## config.mk

```make
export PLATFORM = sky130hd
export DESIGN_NAME = fifo_or_deadline_wait_queue
export DESIGN_NICKNAME = d
export VERILOG_FILES = /design/src/fdwq_pkg.sv /design/src/fdwq_ram.sv /design/src/fifo_or_deadline_wait_queue.sv
export SDC_FILE = /design/constraint.sdc
export NUM_CORES = 1
export LEC_CHECK = 0
export BUFFER_PORTS_ARGS = -buffer_cell sky130_fd_sc_hd__buf_2
export CELL_PAD_IN_SITES_DETAIL_PLACEMENT = 0
export CELL_PAD_IN_SITES_GLOBAL_PLACEMENT = 1
export CORE_ASPECT_RATIO = 0.5
export CORE_UTILIZATION = 30
export DETAILED_ROUTE_END_ITERATION = 7
export PLACE_DENSITY = 0.6
export SLEW_MARGIN = 20
export SYNTH_ARGS = -nofsm -noshare
export SYNTH_HDL_FRONTEND = slang
export SYNTH_HIERARCHICAL = 1
export SYNTH_SLANG_ARGS = --single-unit
```

## constraint.sdc

```tcl
create_clock -name i_clk -period 8.32 [get_ports i_clk]
set_clock_uncertainty 0.05 [all_clocks]
set_input_delay 0.832 -clock i_clk [delete_from_list [all_inputs] [get_ports i_clk]]
set_output_delay 0.832 -clock i_clk [all_outputs]
set_load 0.01 [all_outputs]
```

## src/fdwq_pkg.sv

```systemverilog
// shared types and constants of the fifo or deadline wait queue
package fdwq_pkg;

    localparam int DEPTH  = 16;
    localparam int PTR_W  = $clog2(DEPTH);
    localparam int CNT_W  = $clog2(DEPTH + 1);
    localparam int ID_W   = 8;
    localparam int PRI_W  = 32;
    localparam int OCC_W  = 5;
    localparam int STAT_W = 2;
    localparam int CFG_W  = 32;
    localparam int IDX_W  = 2;

    localparam logic [0:0] MODE_INSERT = 1'b0;
    localparam logic [0:0] MODE_POP    = 1'b1;

    localparam logic [0:0] POL_FIFO = 1'b0;
    localparam logic [0:0] POL_EDF  = 1'b1;

    localparam logic [STAT_W-1:0] ST_OK    = 2'd0;
    localparam logic [STAT_W-1:0] ST_FULL  = 2'd1;
    localparam logic [STAT_W-1:0] ST_EMPTY = 2'd2;

    localparam logic [IDX_W-1:0] REG_ORDER_POLICY = 2'd0;
    localparam logic [IDX_W-1:0] REG_BURNOUT      = 2'd1;

    typedef struct packed {
        logic [0:0]      mode;
        logic [ID_W-1:0] requester_id;
        logic [PRI_W-1:0] last_compile_ms;
    } t_req;

    typedef struct packed {
        logic [STAT_W-1:0] status;
        logic [ID_W-1:0]   popped_id;
        logic [PRI_W-1:0]  popped_priority;
        logic [OCC_W-1:0]  occupancy;
    } t_res;

    typedef struct packed {
        logic [ID_W-1:0]  id;
        logic [PRI_W-1:0] pri;
    } t_slot;

    localparam int SLOT_W = $bits(t_slot);

endpackage

```

## src/fdwq_ram.sv

```systemverilog
// generic single write port, single read port ram with registered read
module fdwq_ram #(
    parameter int WIDTH = 8,
    parameter int DEPTH = 16
) (
    input  logic                     i_clk,
    input  logic                     i_we,
    input  logic [$clog2(DEPTH)-1:0] i_waddr,
    input  logic [WIDTH-1:0]         i_wdata,
    input  logic [$clog2(DEPTH)-1:0] i_raddr,
    output logic [WIDTH-1:0]         o_rdata
);

    logic [WIDTH-1:0] r_mem [DEPTH];
    logic [WIDTH-1:0] r_rdata;

    always_ff @(posedge i_clk) begin
        if (i_we) begin
            r_mem[i_waddr] <= i_wdata;
        end
        r_rdata <= r_mem[i_raddr];
    end

    assign o_rdata = r_rdata;

endmodule

```

## src/fifo_or_deadline_wait_queue.sv

```systemverilog
// top level of the fifo or deadline wait queue
//
// A request is taken at a clock edge with start high and busy low. Mode
// insert stores requester_id with the deadline last_compile_ms + burnout_ms
// (saturated); mode pop removes the head. Each request gives exactly one
// result on o_res, marked by o_done for one cycle; the receiver cannot
// stall, so results are never held.
// Entries live in one ram used as a ring buffer behind a head pointer; a
// small sequencer walks it one entry per step.
// Fifo inserts, inserts into an empty queue, rejected inserts and pops on
// an empty queue are answered from idle; a pop reads the head, then answers
// from S_POP_OUT. A deadline insert reads and compares the entries from the
// head through the one ram read port; if it lands ahead of an entry, the later
// entries move up one slot each before it is written, else it goes at the tail.
// busy stays high until the result is out; the next request may start in
// the cycle o_done is high.
// Configuration writes (order_policy, burnout_ms) take effect at once and
// are to be made only while idle; the block itself does not enforce it.
// Reset empties the queue, sets fifo order and a zero budget; ram contents
// are left as they are.
module fifo_or_deadline_wait_queue (
    input  logic                      i_clk,
    input  logic                      i_rst_n,
    input  logic                      start,
    output logic                      busy,
    input  fdwq_pkg::t_req            i_req,
    output logic                      o_done,
    output fdwq_pkg::t_res            o_res,
    input  logic                      i_cfg_we,
    input  logic [fdwq_pkg::IDX_W-1:0] i_cfg_idx,
    input  logic [fdwq_pkg::CFG_W-1:0] i_cfg_data
);
    import fdwq_pkg::*;

    localparam logic [2:0] S_IDLE     = 3'd0;
    localparam logic [2:0] S_SCAN_RD  = 3'd1;
    localparam logic [2:0] S_SCAN_CMP = 3'd2;
    localparam logic [2:0] S_SHIFT_RD = 3'd3;
    localparam logic [2:0] S_SHIFT_WR = 3'd4;
    localparam logic [2:0] S_INS_WR   = 3'd5;
    localparam logic [2:0] S_POP_OUT  = 3'd6;

    function automatic logic [PTR_W-1:0] f_phys(input logic [PTR_W-1:0] head,
                                                input logic [CNT_W-1:0] k);
        logic [CNT_W:0] s;
        s = (CNT_W+1)'(head) + (CNT_W+1)'(k);
        if (s >= (CNT_W+1)'(DEPTH)) begin
            s = s - (CNT_W+1)'(DEPTH);
        end
        return s[PTR_W-1:0];
    endfunction

    logic [2:0]       r_state, n_state;
    logic [PTR_W-1:0] r_head, n_head;
    logic [CNT_W-1:0] r_count, n_count;
    logic [CNT_W-1:0] r_k, n_k;
    logic [CNT_W-1:0] r_pos, n_pos;
    logic [ID_W-1:0]  r_id, n_id;
    logic [PRI_W-1:0] r_pri, n_pri;
    logic [0:0]       r_policy;
    logic [PRI_W-1:0] r_burnout;
    logic             r_done, n_done;
    t_res             r_res, n_res;

    logic             ram_we;
    logic [PTR_W-1:0] ram_waddr;
    logic [PTR_W-1:0] ram_raddr;
    t_slot            ram_wdata;
    t_slot            ram_rdata;
    logic [PRI_W:0]   dl_sum;
    logic [PRI_W-1:0] dl_sat;

    // saturating deadline
    assign dl_sum = {1'b0, i_req.last_compile_ms} + {1'b0, r_burnout};
    assign dl_sat = dl_sum[PRI_W] ? {PRI_W{1'b1}} : dl_sum[PRI_W-1:0];

    always_comb begin
        case (r_state)
            S_SCAN_RD:  ram_raddr = f_phys(r_head, r_k);
            S_SHIFT_RD: ram_raddr = f_phys(r_head, r_k - CNT_W'(1));
            default:    ram_raddr = r_head;
        endcase
    end

    always_comb begin
        n_state   = r_state;
        n_head    = r_head;
        n_count   = r_count;
        n_k       = r_k;
        n_pos     = r_pos;
        n_id      = r_id;
        n_pri     = r_pri;
        n_done    = 1'b0;
        n_res     = r_res;
        ram_we    = 1'b0;
        ram_waddr = f_phys(r_head, r_pos);
        ram_wdata = '{id: r_id, pri: r_pri};
        case (r_state)
            S_IDLE: begin
                if (start) begin
                    n_id  = i_req.requester_id;
                    n_pri = dl_sat;
                    n_res = '0;
                    if (i_req.mode == MODE_POP) begin
                        if (r_count == '0) begin
                            n_done           = 1'b1;
                            n_res.status     = ST_EMPTY;
                            n_res.occupancy  = OCC_W'(r_count);
                        end else begin
                            n_state = S_POP_OUT;
                        end
                    end else if (r_count == CNT_W'(DEPTH)) begin
                        n_done          = 1'b1;
                        n_res.status    = ST_FULL;
                        n_res.occupancy = OCC_W'(r_count);
                    end else if (r_policy == POL_FIFO || r_count == '0) begin
                        ram_we          = 1'b1;
                        ram_waddr       = f_phys(r_head, r_count);
                        ram_wdata       = '{id: i_req.requester_id, pri: dl_sat};
                        n_count         = r_count + CNT_W'(1);
                        n_done          = 1'b1;
                        n_res.status    = ST_OK;
                        n_res.occupancy = OCC_W'(r_count + CNT_W'(1));
                    end else begin
                        n_k     = '0;
                        n_state = S_SCAN_CMP;
                    end
                end
            end
            S_SCAN_RD: begin
                n_state = S_SCAN_CMP;
            end
            S_SCAN_CMP: begin
                if (ram_rdata.pri > r_pri) begin
                    n_pos   = r_k;
                    n_k     = r_count;
                    n_state = S_SHIFT_RD;
                end else if (r_k + CNT_W'(1) == r_count) begin
                    n_pos   = r_count;
                    n_state = S_INS_WR;
                end else begin
                    n_k     = r_k + CNT_W'(1);
                    n_state = S_SCAN_RD;
                end
            end
            S_SHIFT_RD: begin
                n_state = S_SHIFT_WR;
            end
            S_SHIFT_WR: begin
                ram_we    = 1'b1;
                ram_waddr = f_phys(r_head, r_k);
                ram_wdata = ram_rdata;
                n_k       = r_k - CNT_W'(1);
                n_state   = (r_k - CNT_W'(1) == r_pos) ? S_INS_WR : S_SHIFT_RD;
            end
            S_INS_WR: begin
                ram_we          = 1'b1;
                n_count         = r_count + CNT_W'(1);
                n_done          = 1'b1;
                n_res.status    = ST_OK;
                n_res.occupancy = OCC_W'(r_count + CNT_W'(1));
                n_state         = S_IDLE;
            end
            S_POP_OUT: begin
                n_head                = f_phys(r_head, CNT_W'(1));
                n_count               = r_count - CNT_W'(1);
                n_done                = 1'b1;
                n_res.status          = ST_OK;
                n_res.popped_id       = ram_rdata.id;
                n_res.popped_priority = (r_policy == POL_EDF) ? ram_rdata.pri : '0;
                n_res.occupancy       = OCC_W'(r_count - CNT_W'(1));
                n_state               = S_IDLE;
            end
            default: begin
                n_state = S_IDLE;
            end
        endcase
    end

    always_ff @(posedge i_clk) begin
        if (!i_rst_n) begin
            r_state   <= S_IDLE;
            r_head    <= '0;
            r_count   <= '0;
            r_done    <= 1'b0;
            r_policy  <= POL_FIFO;
            r_burnout <= '0;
        end else begin
            r_state <= n_state;
            r_head  <= n_head;
            r_count <= n_count;
            r_done  <= n_done;
            if (i_cfg_we) begin
                case (i_cfg_idx)
                    REG_ORDER_POLICY: r_policy  <= i_cfg_data[0];
                    REG_BURNOUT:      r_burnout <= i_cfg_data[PRI_W-1:0];
                    default:          ;
                endcase
            end
        end
    end

    always_ff @(posedge i_clk) begin
        r_k   <= n_k;
        r_pos <= n_pos;
        r_id  <= n_id;
        r_pri <= n_pri;
        r_res <= n_res;
    end

    fdwq_ram #(
        .WIDTH (SLOT_W),
        .DEPTH (DEPTH)
    ) u_slots (
        .i_clk   (i_clk),
        .i_we    (ram_we),
        .i_waddr (ram_waddr),
        .i_wdata (ram_wdata),
        .i_raddr (ram_raddr),
        .o_rdata (ram_rdata)
    );

    assign busy   = (r_state != S_IDLE);
    assign o_done = r_done;
    assign o_res  = r_res;

endmodule

```

; ---- Word level (Yosys, flattened, before mapping)
; Memory sizes are Yosys's and may differ from the RTL's. A register that Yosys moved wholly into a read port is not among the register bits.
; Index checks and enable logic that the tools add are counted.
[totals]
elab_cells = 142
output_inout_bits = 49
ram_bits = 640
latchBits = 0
rom_bits = 0
mem_count = 1
register_bits = 143
inputBits = 79
[memory_table]
columns = name, depth, word_bits, rd, rd_ports_with_merged_regs, wr, line
row1 = u_slots.r_mem, 16, 40, 1, 1, 1, fdwq_ram.sv:14  ; logic [WIDTH-1:0] r_mem [DEPTH];
[op_classes]
mux = 64
n_div = 0
n_reduce_logical = 22
mul = 0
bitwise_logic = 1
n_eq_ne = 19
addsub = 15
n_shift = 0
order_cmp = 6
[op_table]
columns = cell, count
row1 = $mux W40, 4
row2 = $pmux W40 S2, 2
row3 = $mux W5, 16
row4 = $mux W32, 2
row5 = $mux W47, 1
row6 = $pmux W5 S3, 3
row7 = $mux W4, 9
row8 = $add A32 B32 Y33, 1
row9 = $gt A32 B32 Y1, 1
row10 = $add A4 B5 Y6, 4
row11 = $ge A6 B5 Y1 const B, 4
row12 = $mux W3, 8
row13 = $sub A4 B1 Y4 const B, 5
row14 = $pmux W4 S2, 2
row15 = $pmux W3 S5, 1
row16 = $reduce_and A2 Y1, 7
row17 = $ne A3 B3 Y1 const B, 4
row18 = $mux W1, 11
row19 = $add A5 B1 Y5 const B, 2
row20 = $eq A5 B5 Y1, 2
row21 = $ne A2 B2 Y1 const B, 5
row22 = $sub A5 B1 Y5 const B, 2
row23 = $eq A3 B3 Y1 const B, 3
row24 = $reduce_bool A3 Y1, 3
row25 = 19 further kinds, 25

; ---- Depth between registers and ports, before layout
[depth]
word_depth = 9
depth_mapped = 16
ltp_nobuf = 13

; ---- Cells and area by module
; The synthesis kept the hierarchy.
[modules_own_cells]
columns = module, area_each_um2, seq_area_each_um2, cells_each, n_inst
row1 = fdwq_ram, 25131.6, 20019.2, 1040, 1
row2 = fifo_or_deadline_wait_queue, 9721.8, 3833.7, 1048, 1

; ---- Least setup slack after synthesis
; OpenSTA, ideal clock, no wires.
[synth_timing]
kind = register to register
startpoint = register r_count[0]
endpoint = memory u_slots/r_mem[0][0] in the netlist's numbering (enable)
n_path_buf = 1
setup_ns = 0.487
slack_ns = 2.406
stages_incl_launch_ff = 12
synth_period_minus_slack_ns = 5.914
required_ns = 7.783
arrival_ns = 5.377
path_cell_list = dfxtp_1 -> inv_1 -> ha_1 -> nor3b_2 -> nor2b_1 -> nor2_2 -> nand3_1 -> a21oi_1 -> buf_2 -> o221ai_1 -> or3b_2 -> nor3_1
[synth_via]
elab_cells_between_ends = 19
cone_classes = add/sub: 2 / order compare: 1 / eq/ne: 1 / mux: 13 / reduce/logical: 2
[synth_lines]
columns = item, line
row1 = from (decl), fifo_or_deadline_wait_queue.sv:55  ; logic [CNT_W-1:0] r_count, n_count;
row2 = from (signal assigned), fifo_or_deadline_wait_queue.sv:191  ; r_count <= n_count;
row3 = $add A4 B5 Y6, fifo_or_deadline_wait_queue.sv:46  ; s = (CNT_W+1)'(head) + (CNT_W+1)'(k);
row4 = $ge A6 B5 Y1 or $sub A4 B1 Y4 (tied branches), "fifo_or_deadline_wait_queue.sv:47, fifo_or_deadline_wait_queue.sv:48"
row5 = $mux W4, fifo_or_deadline_wait_queue.sv:47  ; if (s >= (CNT_W+1)'(DEPTH)) begin
row6 = $mux W4, fifo_or_deadline_wait_queue.sv:116  ; end else if (r_policy == POL_FIFO || r_count == '0) begin
row7 = $mux W4 (*), fifo_or_deadline_wait_queue.sv:112  ; end else if (r_count == CNT_W'(DEPTH)) begin
row8 = $mux W4 (*), fifo_or_deadline_wait_queue.sv:104  ; if (i_req.mode == MODE_POP) begin
row9 = $mux W4 (*), fifo_or_deadline_wait_queue.sv:100  ; if (start) begin
row10 = $pmux W4 S2 (*), fifo_or_deadline_wait_queue.sv:98  ; case (r_state)
row11 = net ram_waddr[3], fifo_or_deadline_wait_queue.sv:66  ; logic [PTR_W-1:0] ram_waddr;
row12 = to (decl), fdwq_ram.sv:14
; The timed path passes the listed nets; every way through them passes the cells marked *.

; ---- Worst setup path in the final report
[layout_timing]
startpoint = register r_count[0]
endpoint = memory u_slots/r_mem[13][28] in the netlist's numbering (enable)
; Same word-level chain as after synthesis.

==> results.tsv <==
metric	value	unit
Pre-antenna DRT Iters	8	
area delta synth->final	14.6	%
reg2reg path depth	13	
routed vias	19800	
H-tree depth	3	
nets	2397	
Die ar.	118000	sq um
layout cells sized above 1	20.0	%
Hold-fix buffers, CTS	0	
vias in the first global route	19900	
Final setup viols	0	
RR Startpoint	r_count[0]	
DP Area	37300	sq um
most common cell in the netlist	edfxtp_1	
Pwr Density	323	nW/um^2
Synth Register Bits	823	
critical path endpoint	u_slots/r_mem[13][28]	
status	finished clean	
row count	87	
Die Ht	243	um
CTS tree	done	
total power	12.9	mW
synthesized area	34900	sq um
synthesized area per cell	16.7	sq um
gpl congestion	0.793	
Peak Freq	0.187	GHz
post-cts resize count	0	
crit path from	r_count[0]	
reg-to-reg endpoint	u_slots/r_mem[13][28]	
port bufs	127	
final core occ	35.0	%
Worst Setup Slack, final	2960	ps
Finished Cell Area	39900	sq um
Synth area leaders	edfxtp_1, mux4_2, dfxtp_1, mux4_1, ha_1	
clock latency on the worst-skew pair	650	ps
WL/cell	25.3	um
Final Hold Slack	347	ps
largest net degree at the start of global routing	133	
Vias/cell	5.18	
EDFF count, synth	737	
post-CTS setup buffer count	0	
max-slew violations	0	
Final ANT Viol Nets	0	
Post-route DRC	0	
worst slew pin tran	1040	ps
final hold vios	0	
DP HPWL	57200	um
Initial Util	30.6	%
largest area contributor in the netlist	edfxtp_1	
violation count after the first detailed-routing iteration	1694	
CP Capture Type	flip-flop	
Peak VDD IR	0.000168	V
Hold Crit Class	in2reg	
TritonCTS Buffers	81	
initial antenna violation count	2	
Post-Synthesis Cells	2088	
CTS Root Cell	clkbuf_16	
critical path class	reg2reg	
total gr overflow	0	
Die X	484	um
worst slack, placed	2920	ps
prevailing post-synth register cell	edfxtp_1	
Core Area	114000	sq um
Worst-path clk slew	60	ps
Synth top cells by count	edfxtp_1, nand2_1, a22oi_1, mux4_2, dfxtp_1	
Max Buffers Root-to-Sink	3	
dpl cells	3662	
first-pass GRT wire length	140000	um
CP Data Arrival Time	5610	ps
relative slew slack	30.0	%
Pleak	13.6	nW
fin crit share	64.4	%
Mapped Nets	2253	
Layout Cells excl Fill	3813	
Max Cap Violations	0	
CP required	8580	ps
Post-Route WL	96600	um
IO Count	128	
sequential element share of the synthesized area	68.4	%
fin crit period	5360	ps
worst reg2reg setup slack	2960	ps
Fin Setup TNS	0	ps
Netlist cell types	71	
Synth warnings	6	
Global Route Usage Sum	16.3	%
RSZ-0062 raised after global routing	false	
startpoint types	flip-flop	
Hold Path Stages	1	
CP max FO	24	
# clock sinks	823	
Post-synth ARST share	0	%
Yosys top cell area share	63.5	%
sequential cells by signal, indices dropped and copies added (netlist names), 4 cells and up:
name / count
u_slots/r_mem: 640
o_res: 47
u_slots/o_rdata: 40
r_burnout: 32
r_pri: 32
r_id: 8
r_count: 5
r_k: 5
r_pos: 5
r_head: 4
how the worst min path moves through the flow:
stage                        from  slack, ps             to
finish                  i_req[35]        350        r_id[3]
global route            i_req[37]        330        r_id[5]
CTS                     i_req[37]        310        r_id[5]
detailed placement  r_burnout[13]        420  r_burnout[13]
global placement    r_burnout[19]        420  r_burnout[19]
floorplan           r_burnout[17]        400  r_burnout[17]
per-layer routing:
layer | part of all wire, % | GRT usage, % | vias up
met1 | 46 | 23.7 | 10300
li1 | - | - | 8613
met4 | 2.7 | 5.02 | 2
met2 | 44 | 24.2 | 644
met3 | 6.9 | 3.50 | 160
met5 | 0.0072 | 0 | -
power by group:
part,internal [mW],switching (mW)
sequential,5.66,0.337
clock,1.99,1.59
combinational,1.09,2.22
total,8.73,4.15
cells by family after synthesis:
logic type,synth area share (%)
simple gates,5.23
fa+ha+maj,3.20
compound gates,7.84
xor+xnor,1.63
buf+inv,2.36
flops,68.4
mux,11.3
worst max-delay path, cell delays in order (launching register included):
cell      delay (ps)
dfxtp_1          370
inv_1            190
ha_1             240
nor3b_2          330
nor2b_1          130
nor2_2           170
nand3_1          110
buf_4            260
nor2_1           700
a22oi_1          140
o21ai_0          770
nand2b_1         430
nor2_4           670
buf_4            450
cells in the final DEF, fill, tap and decap left out, drive strengths merged, types with 15 or more instances in the layout:
cell,netlist,layout
nand2,180,180
o21ai,52,52
edfxtp,737,737
and3,41,41
nor2,61,61
mux4,160,160
or2,15,15
xor2,28,28
a21oi,80,80
inv,50,53
xnor2,37,37
dfxtp,86,86
a21o,32,32
clkinv,0,33
clkbuf,75,110
o22ai,26,26
nand3,16,16
a22oi,100,100
buf,37,173
ha,81,81
a21boi,35,35
and2,16,16
cell type report:
class | count | area (sq um)
fillers | 10700 | 74000
flip-flops and latches | 823 | 23900
multi-input cells | 1103 | 10400
clock buffers | 110 | 2230
well taps | 1513 | 1890
repair buffers | 173 | 1030
clock inverters | 40 | 345
inverters | 50 | 189
diodes | 1 | 2.50
(Power assumes the default switching activity.)
